[config.mk]
export PLATFORM = sky130hd
export DESIGN_NAME = bounded_priority_queue_unit
export DESIGN_NICKNAME = d
export VERILOG_FILES = /design/src/rtl/bpq_pkg.sv /design/src/rtl/bpq_cell.sv /design/src/rtl/bpq_select.sv /design/src/rtl/bounded_priority_queue_unit.sv
export VERILOG_INCLUDE_DIRS = /design/src /design/src/rtl
export SDC_FILE = /design/constraint.sdc
export NUM_CORES = 1
export LEC_CHECK = 0
export BUFFER_PORTS_ARGS = -buffer_cell sky130_fd_sc_hd__buf_2
export CAP_MARGIN = 20
export CORE_AREA = 2 2 247 347
export CTS_CLUSTER_DIAMETER = 60
export DETAILED_ROUTE_END_ITERATION = 6
export DIE_AREA = 0 0 249 349
export GPL_TIMING_DRIVEN = 1
export SYNTH_ARGS = -nofsm -noshare
export SYNTH_HDL_FRONTEND = slang
export SYNTH_HIERARCHICAL = 1
export SYNTH_SLANG_ARGS = --single-unit
[constraint.sdc]
create_clock -name clk -period 3.45 [get_ports clk]
set_clock_uncertainty 0.15 [all_clocks]
set_input_delay 0.345 -clock clk [delete_from_list [all_inputs] [get_ports clk]]
set_output_delay 0.345 -clock clk [all_outputs]
set_load 0.02 [all_outputs]
[src/rtl/bounded_priority_queue_unit_defines.svh]
// Assertion macros shared by the priority queue RTL.
`ifndef BOUNDED_PRIORITY_QUEUE_UNIT_DEFINES_SVH
`define BOUNDED_PRIORITY_QUEUE_UNIT_DEFINES_SVH

`ifndef SYNTHESIS

// Concurrent check, switched off while reset is high
`define BPQ_ASSERT(label, clk, rst, prop, msg) \
  label: assert property (@(posedge clk) disable iff (rst) prop) else $error(msg);

// Concurrent check that also holds through reset
`define BPQ_ASSERT_NR(label, clk, prop, msg) \
  label: assert property (@(posedge clk) prop) else $error(msg);

`else

`define BPQ_ASSERT(label, clk, rst, prop, msg)
`define BPQ_ASSERT_NR(label, clk, prop, msg)

`endif

`endif

[src/rtl/bpq_pkg.sv]
// Types and constants of the bounded priority queue.
`default_nettype none

package bpq_pkg;

  localparam int QUEUE_DEPTH     = 8;
  localparam int PRIORITY_LEVELS = 8;

  // Internal fill counter can hold the depth itself
  localparam int CNT_W   = $clog2(QUEUE_DEPTH + 1);
  // Reported count field is fixed at four bits
  localparam int COUNT_W = 4;

  // Highest storable priority, limited to the 3-bit field
  localparam logic [2:0] PRIO_MAX =
    (PRIORITY_LEVELS - 1 > 7) ? 3'd7 : 3'(PRIORITY_LEVELS - 1);

  typedef enum logic [1:0] {
    ACT_INSERT  = 2'd0,
    ACT_EXTRACT = 2'd1,
    ACT_PURGE   = 2'd2,
    ACT_QUERY   = 2'd3
  } action_t;

  typedef struct packed {
    action_t     action;
    logic [7:0]  task_id;
    logic [2:0]  priority_req;
    logic [31:0] payload;
  } cmd_t;

  typedef struct packed {
    logic               success;
    logic [7:0]         out_task;
    logic [31:0]        out_payload;
    logic [COUNT_W-1:0] count;
  } result_t;

  // One queue slot; task id 0 marks an empty slot
  typedef struct packed {
    logic [7:0]  task_id;
    logic [2:0]  prio;
    logic [31:0] payload;
  } entry_t;

  // Per-cell control: take the neighbour above, or load the new entry
  typedef struct packed {
    logic shift;
    logic load;
  } cell_ctrl_t;

endpackage

`default_nettype wire

[src/rtl/bpq_cell.sv]
// One slot of the queue chain: holds an entry, shifts from its upper neighbour.
`default_nettype none

module bpq_cell (
  input  logic                clk,
  input  logic                rst,
  input  bpq_pkg::cell_ctrl_t ctrl,
  input  bpq_pkg::entry_t     shift_in,
  input  bpq_pkg::entry_t     load_in,
  input  logic [7:0]          key,
  output bpq_pkg::entry_t     entry,
  output logic                occ,
  output logic                match
);

  logic [7:0]  held_task;
  logic [2:0]  held_prio;
  logic [31:0] held_payload;

  // Task and priority carry the empty marking, so they are reset
  always_ff @(posedge clk) begin
    if (rst) begin
      held_task <= '0;
      held_prio <= '0;
    end else if (ctrl.shift) begin
      held_task <= shift_in.task_id;
      held_prio <= shift_in.prio;
    end else if (ctrl.load) begin
      held_task <= load_in.task_id;
      held_prio <= load_in.prio;
    end
  end

  // Payload word is only read from occupied slots
  always_ff @(posedge clk) begin
    if (ctrl.shift) begin
      held_payload <= shift_in.payload;
    end else if (ctrl.load) begin
      held_payload <= load_in.payload;
    end
  end

  assign entry.task_id = held_task;
  assign entry.prio    = held_prio;
  assign entry.payload = held_payload;

  // Occupancy and task compare; task 0 never matches
  assign occ   = (held_task != 8'd0);
  assign match = occ && (held_task == key);

endmodule

`default_nettype wire

[src/rtl/bpq_select.sv]
// Picks the slot to remove and the range of cells that shift down behind it.
`default_nettype none

module bpq_select (
  input  logic                            is_extract,
  input  logic [bpq_pkg::QUEUE_DEPTH-1:0] occ,
  input  logic [bpq_pkg::QUEUE_DEPTH-1:0] match,
  input  logic [2:0]                      prio [bpq_pkg::QUEUE_DEPTH],
  output logic [bpq_pkg::QUEUE_DEPTH-1:0] sel,
  output logic [bpq_pkg::QUEUE_DEPTH-1:0] shift
);

  logic [bpq_pkg::QUEUE_DEPTH-1:0] best;
  logic [bpq_pkg::QUEUE_DEPTH-1:0] first;

  // Highest priority wins; on a tie the lowest slot (oldest) wins
  always_comb begin
    logic beat;
    for (int i = 0; i < bpq_pkg::QUEUE_DEPTH; i++) begin
      beat = occ[i];
      for (int j = 0; j < bpq_pkg::QUEUE_DEPTH; j++) begin
        if (j < i && occ[j] && prio[j] >= prio[i]) begin
          beat = 1'b0;
        end
        if (j > i && occ[j] && prio[j] > prio[i]) begin
          beat = 1'b0;
        end
      end
      best[i] = beat;
    end
  end

  // Lowest matching slot for a purge step
  always_comb begin
    logic seen;
    seen = 1'b0;
    for (int i = 0; i < bpq_pkg::QUEUE_DEPTH; i++) begin
      first[i] = match[i] && !seen;
      seen     = seen || match[i];
    end
  end

  assign sel = is_extract ? best : first;

  // Cells at and above the removed slot take their upper neighbour
  always_comb begin
    logic acc;
    acc = 1'b0;
    for (int i = 0; i < bpq_pkg::QUEUE_DEPTH; i++) begin
      acc      = acc || sel[i];
      shift[i] = acc;
    end
  end

endmodule

`default_nettype wire

[src/rtl/bounded_priority_queue_unit.sv]
// Top level of the bounded priority queue: command sequencer over a chain of slot cells.
//
//  channel  | handshake              | word
//  ---------+------------------------+-----------------------------
//  command  | start (in), busy (out) | cmd    : action, task, prio, payload
//  result   | done strobe (out)      | result : success, task, payload, count
//
// Insert, extract and query enter S_RUN on the accepting edge; S_RUN registers the
// result and done and returns to S_IDLE. A new command is taken only in S_IDLE.
// Purge stays in S_RUN while any slot matches: the cell chain drops the lowest
// matching slot once per cycle, and the result is registered once none is left.
// rst is synchronous; it empties the queue and clears busy and done.
// done is high for one cycle only; the receiver cannot stall it.
`default_nettype none
`include "bounded_priority_queue_unit_defines.svh"

module bounded_priority_queue_unit (
  input  logic              clk,
  input  logic              rst,
  input  logic              start,
  input  bpq_pkg::cmd_t     cmd,
  output logic              busy,
  output logic              done,
  output bpq_pkg::result_t  result
);

  typedef enum logic {
    S_IDLE,
    S_RUN
  } state_t;

  state_t                          state;
  bpq_pkg::cmd_t                   cmd_q;
  logic [bpq_pkg::CNT_W-1:0]       count;
  logic [bpq_pkg::CNT_W-1:0]       count_next;
  logic                            found;
  logic                            found_next;
  logic                            fin;
  bpq_pkg::result_t                res_next;

  bpq_pkg::entry_t                 cell_q   [bpq_pkg::QUEUE_DEPTH];
  bpq_pkg::cell_ctrl_t             ctrl     [bpq_pkg::QUEUE_DEPTH];
  logic [2:0]                      cell_prio[bpq_pkg::QUEUE_DEPTH];
  logic [bpq_pkg::QUEUE_DEPTH-1:0] occ;
  logic [bpq_pkg::QUEUE_DEPTH-1:0] match;
  logic [bpq_pkg::QUEUE_DEPTH-1:0] sel;
  logic [bpq_pkg::QUEUE_DEPTH-1:0] shift;
  bpq_pkg::entry_t                 ins_entry;
  bpq_pkg::entry_t                 pick;
  logic                            ins_ok;
  logic                            is_extract;

  // Command word held for the whole operation
  always_ff @(posedge clk) begin
    if (start && !busy) begin
      cmd_q <= cmd;
    end
  end

  // New entry with priority clamped to the level range
  always_comb begin
    ins_entry.task_id = cmd_q.task_id;
    ins_entry.prio    = (cmd_q.priority_req > bpq_pkg::PRIO_MAX) ?
                        bpq_pkg::PRIO_MAX : cmd_q.priority_req;
    ins_entry.payload = cmd_q.payload;
  end

  assign ins_ok     = (cmd_q.task_id != 8'd0) &&
                      (count < bpq_pkg::CNT_W'(bpq_pkg::QUEUE_DEPTH));
  assign is_extract = (cmd_q.action == bpq_pkg::ACT_EXTRACT);

  // Cell chain; the top cell shifts in an empty slot
  for (genvar g = 0; g < bpq_pkg::QUEUE_DEPTH; g++) begin : g_cell
    bpq_pkg::entry_t up;
    if (g < bpq_pkg::QUEUE_DEPTH - 1) begin : g_mid
      assign up = cell_q[g + 1];
    end else begin : g_top
      assign up = '0;
    end

    bpq_cell u_cell (
      .clk      (clk),
      .rst      (rst),
      .ctrl     (ctrl[g]),
      .shift_in (up),
      .load_in  (ins_entry),
      .key      (cmd_q.task_id),
      .entry    (cell_q[g]),
      .occ      (occ[g]),
      .match    (match[g])
    );

    assign cell_prio[g] = cell_q[g].prio;
  end

  bpq_select u_select (
    .is_extract (is_extract),
    .occ        (occ),
    .match      (match),
    .prio       (cell_prio),
    .sel        (sel),
    .shift      (shift)
  );

  // Selected entry for extract (sel is one-hot)
  always_comb begin
    pick = '0;
    for (int i = 0; i < bpq_pkg::QUEUE_DEPTH; i++) begin
      if (sel[i]) begin
        pick = cell_q[i];
      end
    end
  end

  // Operation step: cell controls, next count and result word
  always_comb begin
    count_next = count;
    found_next = found;
    fin        = 1'b1;
    res_next   = '0;
    for (int i = 0; i < bpq_pkg::QUEUE_DEPTH; i++) begin
      ctrl[i] = '0;
    end
    if (state == S_RUN) begin
      case (cmd_q.action)
        bpq_pkg::ACT_INSERT: begin
          if (ins_ok) begin
            for (int i = 0; i < bpq_pkg::QUEUE_DEPTH; i++) begin
              ctrl[i].load = (count == bpq_pkg::CNT_W'(i));
            end
            count_next       = count + 1'b1;
            res_next.success = 1'b1;
          end
        end
        bpq_pkg::ACT_EXTRACT: begin
          if (count != '0) begin
            for (int i = 0; i < bpq_pkg::QUEUE_DEPTH; i++) begin
              ctrl[i].shift = shift[i];
            end
            count_next           = count - 1'b1;
            res_next.success     = 1'b1;
            res_next.out_task    = pick.task_id;
            res_next.out_payload = pick.payload;
          end
        end
        bpq_pkg::ACT_PURGE: begin
          if (|match) begin
            for (int i = 0; i < bpq_pkg::QUEUE_DEPTH; i++) begin
              ctrl[i].shift = shift[i];
            end
            count_next = count - 1'b1;
            found_next = 1'b1;
            fin        = 1'b0;
          end else begin
            res_next.success = found;
          end
        end
        bpq_pkg::ACT_QUERY: begin
          res_next.success = |match;
        end
        default: begin
          res_next.success = 1'b0;
        end
      endcase
    end
    res_next.count = bpq_pkg::COUNT_W'(count_next);
  end

  // Sequencer with registered handshake and result
  always_ff @(posedge clk) begin
    if (rst) begin
      state  <= S_IDLE;
      busy   <= 1'b0;
      done   <= 1'b0;
      count  <= '0;
      found  <= 1'b0;
      result <= '0;
    end else begin
      done <= 1'b0;
      case (state)
        S_IDLE: begin
          if (start) begin
            state <= S_RUN;
            busy  <= 1'b1;
            found <= 1'b0;
          end
        end
        S_RUN: begin
          count <= count_next;
          found <= found_next;
          if (fin) begin
            state  <= S_IDLE;
            busy   <= 1'b0;
            done   <= 1'b1;
            result <= res_next;
          end
        end
        default: begin
          state <= S_IDLE;
          busy  <= 1'b0;
        end
      endcase
    end
  end

  // Checks
  `BPQ_ASSERT(a_done_not_busy, clk, rst, done |-> !busy, "result strobe while busy")
  `BPQ_ASSERT(a_count_range, clk, rst, count <= bpq_pkg::CNT_W'(bpq_pkg::QUEUE_DEPTH), "count over depth")
  `BPQ_ASSERT(a_occ_packed, clk, rst, (occ & (occ + 1'b1)) == '0, "occupied slots not packed")
  `BPQ_ASSERT(a_count_occ, clk, rst, $countones(occ) == int'(count), "count differs from occupancy")
  `BPQ_ASSERT_NR(a_accept_busy, clk, (start && !busy && !rst) |=> busy, "busy not raised on accept")

endmodule

`default_nettype wire

; ---- Word-level counts from Yosys, hierarchy flattened
; Index checks and enable logic that the tools add are counted.
[op_classes]
n_reduce_logical = 119
n_bitwise = 1
muxes = 172
n_addsub = 2
magnitude_cmp = 58
eq_ne = 22
[op_table]
columns = cell, count
row1 = two-way mux 32 bit, 14
row2 = two-way mux 43 bit, 8
row3 = two-way mux 8 bit, 15
row4 = two-way mux 1 bit, 101
row5 = greater-or-equal comparator 3 bit, 28
row6 = > comparator 3 bit, 28
row7 = logical AND 1 bit, 73
row8 = nonzero test 8 bit, 9
row9 = equality test 8 bit, 8
row10 = two-way mux 3 bit, 15
row11 = two-way mux 41 bit, 1
row12 = two-way mux 40 bit, 1
row13 = case mux 1 bit (2 select lines), 11
row14 = "equality test 4 x 3 -> 1 bit, second input constant", 4
row15 = two-way mux 16 bit, 1
row16 = nonzero test 2 bit, 7
row17 = logical OR 1 bit, 13
row18 = two-way mux 4 bit, 3
row19 = case mux 4 bit (3 select lines), 1
row20 = "equality test 4 x 2 -> 1 bit, second input constant", 2
row21 = zero test 1 bit, 8
row22 = OR reduction 8 bit, 1
row23 = "inequality test 2 x 1 -> 1 bit, second input constant", 3
row24 = "adder 4 x 1 -> 4 bit, second input constant", 1
row25 = other kinds (15), 18
[totals]
elab_cells = 411
output_inout_bits = 47
regBits = 442

; ---- Logic depth before layout (Yosys ltp)
[depth]
word_depth = 23
depth_mapped = 16
ltp_nobuf = 13

; ---- Modules after synthesis
; Netlist, hierarchy kept.
[modules_own_cells]
columns = module, cells_per_inst, area_each_um2, instances
row1 = bpq_cell, 130, 2025.7, 8
row2 = bounded_priority_queue_unit, 668, 6088.3, 1
row3 = bpq_select, 355, 2637.5, 1

; ---- Worst setup path after synthesis
; OpenSTA, ideal clock, no wires.
[synth_path]
path_type = register -> register
start = register cmd_q[38] in the netlist's numbering
end = register g_cell[7].u_cell.held_payload[0], enable pin
path_stages_with_launch = 13
n_path_buf = 2
setup_time_ns = 0.375
t_required_ns = 2.925
path_slack_ns = -0.317
arrival_time_ns = 3.242
cell_sequence = edfxtp_1 -> xor2_1 -> nor4_1 -> and3_1 -> or2_2 -> nor4_1 -> nand4b_1 -> o21ai_0 -> or3_1 -> and2_1 -> buf_4 -> buf_4 -> or2_2
[synth_rtl]
columns = element, line
row1 = start: declaration, bounded_priority_queue_unit.sv:33  ; bpq_pkg::cmd_t cmd_q;
row2 = start signal: assignment, bounded_priority_queue_unit.sv:56  ; cmd_q <= cmd;
row3 = end signal: assignment, bpq_cell.sv:37  ; held_payload <= shift_in.payload;
row4 = end signal: assignment, bpq_cell.sv:39  ; held_payload <= load_in.payload;
row5 = end: declaration, bpq_cell.sv:18  ; logic [31:0] held_payload;

==> flow_summary.html <==
<table>
<tr><th>Metric</th><th>Value</th></tr>
<tr><th colspan="2">Routing</th></tr>
<tr><td>1st-iter DRT viols</td><td>1357</td></tr>
<tr><td>DRC viols</td><td>0</td></tr>
<tr><td>Wire length per cell after detailed routing</td><td>23.94 um</td></tr>
<tr><td>Via density per instance</td><td>around 5.3</td></tr>
<tr><td>Total Wirelength</td><td>between 80000 and 90000 um</td></tr>
<tr><td>Remaining antenna violation count after routing</td><td>0</td></tr>
<tr><td>Total iterations of the first detailed-routing run</td><td>5</td></tr>
<tr><td>Via count</td><td>19620</td></tr>
<tr><th colspan="2">Synthesis</th></tr>
<tr><td>Dominant register cell in the synthesized netlist</td><td>sky130_fd_sc_hd__edfxtp_1</td></tr>
<tr><td>Yosys Warn Count</td><td>6</td></tr>
<tr><td>Yosys top cell by area</td><td>sky130_fd_sc_hd__edfxtp_1</td></tr>
<tr><td>Cell area after synthesis</td><td>24930 um^2</td></tr>
<tr><td>Share of the yosys chip area belonging to registers</td><td>0.4758</td></tr>
<tr><td>Area contributors post-synth</td><td>sky130_fd_sc_hd__edfxtp_1 36%, sky130_fd_sc_hd__mux2_2 12%, sky130_fd_sc_hd__dfxtp_1 11%</td></tr>
<tr><td>Synthesized area per cell</td><td>12.09 um^2</td></tr>
<tr><td>Number of synthesized flops with an enable pin</td><td>301</td></tr>
<tr><td>Mapped Cells</td><td>around 2100</td></tr>
<tr><td>Flop and latch count out of synthesis</td><td>roughly 440</td></tr>
<tr><td>Proportion of netlist area held by the largest area contributor</td><td>0.3625</td></tr>
<tr><td>Unique cell type count in the Yosys netlist</td><td>72</td></tr>
<tr><td>Proportion of register bits with asynchronous set or reset after synthesis</td><td>0</td></tr>
<tr><th colspan="2">Layout</th></tr>
<tr><td>Fraction of the core area covered by cells at the end of the flow</td><td>0.4049</td></tr>
<tr><td>Most frequent cells in the layout</td><td>301 x sky130_fd_sc_hd__edfxtp_1, 265 x sky130_fd_sc_hd__mux2_2, 264 x sky130_fd_sc_hd__buf_4</td></tr>
<tr><td>Layout cell share with drive strength beyond 1</td><td>0.4352</td></tr>
<tr><td>Diodes inserted</td><td>0</td></tr>
<tr><td>Final-layout fill cell count</td><td>7688</td></tr>
<tr><td>Area of the multi-input gates</td><td>13490 um^2</td></tr>
<tr><td>NumNets Final</td><td>2686</td></tr>
<tr><td>Count of non-filler cells in the finished layout</td><td>3671</td></tr>
<tr><td>Most common library cell in the layout ignoring fill and taps</td><td>sky130_fd_sc_hd__edfxtp_1</td></tr>
<tr><td>Register cell area after layout</td><td>11870 um^2</td></tr>
<tr><td>Syn-to-layout area delta</td><td>35.96%</td></tr>
<tr><th colspan="2">STA</th></tr>
<tr><td>RSZ-0062 raised after global routing</td><td>true</td></tr>
<tr><td>Number of hold-slack violations in the final timing report</td><td>0</td></tr>
<tr><td>Time the final worst path needs with I/O delays and setup</td><td>roughly 3.7 ns</td></tr>
<tr><td>Final worst path period share</td><td>1.058</td></tr>
<tr><td>Max-slew headroom at the worst pin</td><td>0.2417</td></tr>
<tr><td>Total of endpoints with negative setup slack in the final report</td><td>~430</td></tr>
<tr><td>Least setup slack across all paths after layout</td><td>-0.2005 ns</td></tr>
<tr><td>Highest Clock Rate</td><td>between 200 and 300 MHz</td></tr>
<tr><td>Worst slew pin tran</td><td>1.137 ns</td></tr>
<tr><td>Total count of max-transition violations in the final report</td><td>0</td></tr>
<tr><th colspan="2">Setup path</th></tr>
<tr><td>Critical path buffer and inverter count</td><td>6</td></tr>
<tr><td>Critical register-to-register path endpoint</td><td>g_cell[5].u_cell/held_payload[1]</td></tr>
<tr><td>Number of logic stages on the critical path including buffering</td><td>15</td></tr>
<tr><td>CP Launch Type</td><td>register</td></tr>
<tr><td>Worst setup endpoint</td><td>g_cell[5].u_cell/held_payload[1]</td></tr>
<tr><td>Data required time of the critical path</td><td>3.65 ns</td></tr>
<tr><td>Crit-path slowest cell</td><td>sky130_fd_sc_hd__nor4_4</td></tr>
<tr><td>Critical Path Fanout Max</td><td>6</td></tr>
<tr><td>Endpoint class of the critical path</td><td>register</td></tr>
<tr><td>Largest stage delay, worst path</td><td>0.41 ns</td></tr>
<tr><td>Family of cells with the greatest summed delay on the critical path</td><td>buffers and inverters</td></tr>
<tr><td>Register-to-Register Setup Slack</td><td>-0.20 ns</td></tr>
<tr><td>Worst path cell trace</td><td>clkinvlp_4 &gt; buf_12 &gt; buf_4 &gt; ha_4 &gt; nor2b_4 &gt; o21ai_1 &gt; a32o_2 &gt; nor4_4 &gt; a221oi_4 &gt; nand3_4 &gt; buf_4 &gt; and2_4 &gt; buf_4 &gt; clkbuf_16 &gt; mux2_2</td></tr>
<tr><td>Source of the worst register-to-register timing path</td><td>g_cell[5].u_cell/held_prio[1]</td></tr>
<tr><td>Setup Crit Path Kind</td><td>register to register</td></tr>
<tr><td>Arrival time of data at the critical path endpoint</td><td>3.85 ns</td></tr>
<tr><td>Worst reg-to-reg path cell count</td><td>15</td></tr>
<tr><td>Worst setup startpoint</td><td>g_cell[5].u_cell/held_prio[1]</td></tr>
<tr><td>Library cell appearing most often on the critical path</td><td>sky130_fd_sc_hd__buf_4</td></tr>
<tr><th colspan="2">Floorplanning</th></tr>
<tr><td>I/O pin cnt</td><td>95</td></tr>
<tr><td>Chip Height</td><td>349 um</td></tr>
<tr><td>Area of the die</td><td>86900 um^2</td></tr>
<tr><td>Starting density of the core</td><td>0.2978</td></tr>
<tr><td>Horizontal extent of the die</td><td>249 um</td></tr>
<tr><td>Row count</td><td>roughly 130</td></tr>
<tr><td>Floorplan core area</td><td>83710 um^2</td></tr>
<tr><th colspan="2">Power</th></tr>
<tr><td>Leakage Power</td><td>12.62 nW</td></tr>
<tr><td>Pwr/cell area</td><td>between 300 and 400 nW/um^2</td></tr>
<tr><td>Maximum VDD drop</td><td>0.3805 mV</td></tr>
<tr><th colspan="2">CTS</th></tr>
<tr><td>TritonCTS clock tree</td><td>built</td></tr>
<tr><td>Number of clock sinks seen by CTS</td><td>~440</td></tr>
<tr><td>Root Driver</td><td>sky130_fd_sc_hd__clkbuf_16</td></tr>
<tr><td>Post-CTS clock slew at the launch and capture registers of the worst setup and hold paths</td><td>about 0.070 ns</td></tr>
<tr><td>Clock insertion delay at the later pin of the skew report</td><td>0.60 ns</td></tr>
<tr><td>CTS H-tree depth</td><td>2</td></tr>
<tr><td>Max clock buf depth</td><td>3</td></tr>
<tr><td>Total clock buffers created by CTS</td><td>46</td></tr>
<tr><th colspan="2">Global route</th></tr>
<tr><td>Pin count of the biggest net entering global routing</td><td>95</td></tr>
<tr><td>Gr usage total</td><td>0.1919</td></tr>
<tr><td>Aggregate global routing overflow</td><td>0</td></tr>
<tr><td>Number of global-route vias before repair</td><td>20610</td></tr>
<tr><td>Number of antenna violations at the first check in global routing</td><td>0</td></tr>
<tr><td>Wire length of the first global-routing pass</td><td>around 130000 um</td></tr>
<tr><th colspan="2">Placement</th></tr>
<tr><td>Final HPWL from detailed placement</td><td>about 57000 um</td></tr>
<tr><td>Cell count after placement</td><td>3479</td></tr>
<tr><td>Weighted congestion reported at the end of routability-driven placement</td><td>0.9346</td></tr>
<tr><td>Buffers added on ports</td><td>94</td></tr>
<tr><th colspan="2">Status</th></tr>
<tr><td>Run status</td><td>finished with violations</td></tr>
<tr><td>Failing checks</td><td>setup timing</td></tr>
<tr><th colspan="2">Hold path</th></tr>
<tr><td>Tightest Hold Check Type</td><td>primary input to register</td></tr>
<tr><th colspan="2">Flow run</th></tr>
<tr><td>Maximum capacitance violations</td><td>0</td></tr>
</table>
-- cell families (layout without fill, tap and decap cells) --
logic type	after synthesis	count (layout)	synth area share
adder cells (fa/ha/maj)	93	93	0.04667
AND/OR/NAND/NOR	439	440	0.09385
flip-flops	442	442	0.4758
multiplexers	433	433	0.2020
AO/OA/AOI/OAI	397	397	0.1158
XOR/XNOR	64	64	0.02248
other	1	43	0.0001504
buffers and inverters	194	671	0.04326
-- state kept, by name (all words and copies together) (netlist names), 4 cells and up --
name,count
g_cell.u_cell/held_prio,24
result,45
g_cell.u_cell/held_payload,256
cmd_q,45
count,4
g_cell.u_cell/held_task,64
-- repair_timing --
item | 4_1_cts | 5_1_grt
pin swaps | 41 | 59
setup endpoints to repair | 640 | 583
hold buffers | 46 | 0
gates resized for setup | 230 | 104
endpoints found under the hold margin | 48 | 0
buffers inserted | 24 | 7
cloned | 20 | 13
-- worst reg2reg max path: cells and delay by family, from the launching register on --
family / cells / cell delay (ns)
flip-flops: 1 / 0.35
buffers and inverters: 6 / 0.92
AND/OR/NAND/NOR: 4 / 0.89
multiplexers: 1 / 0.35
adder cells (fa/ha/maj): 1 / 0.25
AO/OA/AOI/OAI: 3 / 0.49
-- synth_stat cells (8+ instances only) --
| library cell | number |
|---|---|
| sky130_fd_sc_hd__nor3_1 | 9 |
| sky130_fd_sc_hd__o21ai_0 | 98 |
| sky130_fd_sc_hd__dfxtp_1 | 141 |
| sky130_fd_sc_hd__a221oi_1 | 79 |
| sky130_fd_sc_hd__ha_1 | 93 |
| sky130_fd_sc_hd__nand2b_1 | 20 |
| sky130_fd_sc_hd__mux2_4 | 72 |
| sky130_fd_sc_hd__o31ai_1 | 44 |
| sky130_fd_sc_hd__buf_4 | 18 |
| sky130_fd_sc_hd__nor2b_1 | 73 |
| sky130_fd_sc_hd__a211oi_1 | 15 |
| sky130_fd_sc_hd__a221o_1 | 41 |
| sky130_fd_sc_hd__mux2i_1 | 88 |
| sky130_fd_sc_hd__and2_1 | 9 |
| sky130_fd_sc_hd__clkbuf_1 | 68 |
| sky130_fd_sc_hd__buf_6 | 36 |
| sky130_fd_sc_hd__xor2_1 | 64 |
| sky130_fd_sc_hd__and3_1 | 51 |
| sky130_fd_sc_hd__nand2_1 | 72 |
| sky130_fd_sc_hd__nor4_1 | 42 |
| sky130_fd_sc_hd__o22ai_1 | 42 |
| sky130_fd_sc_hd__inv_1 | 57 |
| sky130_fd_sc_hd__mux2_2 | 273 |
| sky130_fd_sc_hd__a21oi_1 | 29 |
| sky130_fd_sc_hd__or2_2 | 10 |
| sky130_fd_sc_hd__nor2_1 | 114 |
| sky130_fd_sc_hd__buf_2 | 8 |
| sky130_fd_sc_hd__edfxtp_1 | 301 |
-- through the flow --
step	setup TNS, ns	power, mW	instance area [um^2]	hold WS [ns]	worst slack (ns)
after floorplan	-0.7891	6.295	25120	0.2674	-0.02851
after global placement	-176.34	6.576	29290	0.2980	-0.5300
after detailed placement	-192.64	6.599	29290	0.3170	-0.6011
after CTS	-18.71	12.05	33000	0.02300	-0.1082
after global routing	-76.75	12.35	33900	0.07439	-0.2607
final	-34.40	11.98	33900	0.04574	-0.2005
-- metal layers --
layer  GRT usage  share of wire
met5           0              0
met4      0.1166          0.070
met3     0.02115          0.046
met2      0.3620           0.52
met1      0.2045           0.36
-- cell type report --
class / instances / share of cell area
clock buffer: 51 / 0.03540
clock inverter: 35 / 0.01214
inverter: 59 / 0.007013
multi-input combinational: 1470 / 0.3980
sequential: 442 / 0.3503
tap: 1088 / 0.04016
timing repair buffer: 526 / 0.1571
-- report_power, final --
group,switching [mW],leakage [nW],internal (mW)
combinational,0.384,7.95,0.395
sequential,0.0918,3.88,5.73
clock,2.30,0.795,3.08
total,2.78,12.6,9.20
-- how the worst min path moves through the flow --
| stage | from | endpoint | slack, ns | depth (start not counted) |
|---|---|---|---|---|
| detailed placement | result[1] | result[1] | 0.32 | 2 |
| global route | rst | result[3] | 0.07 | 4 |
| CTS | rst | result[3] | 0.02 | 4 |
| floorplan | rst | g_cell[0].u_cell/held_task[0] | 0.27 | 1 |
| global placement | result[2] | result[2] | 0.30 | 2 |
| finish | rst | result[3] | 0.05 | 4 |
Note: power is estimated with default switching activity, not from simulation.
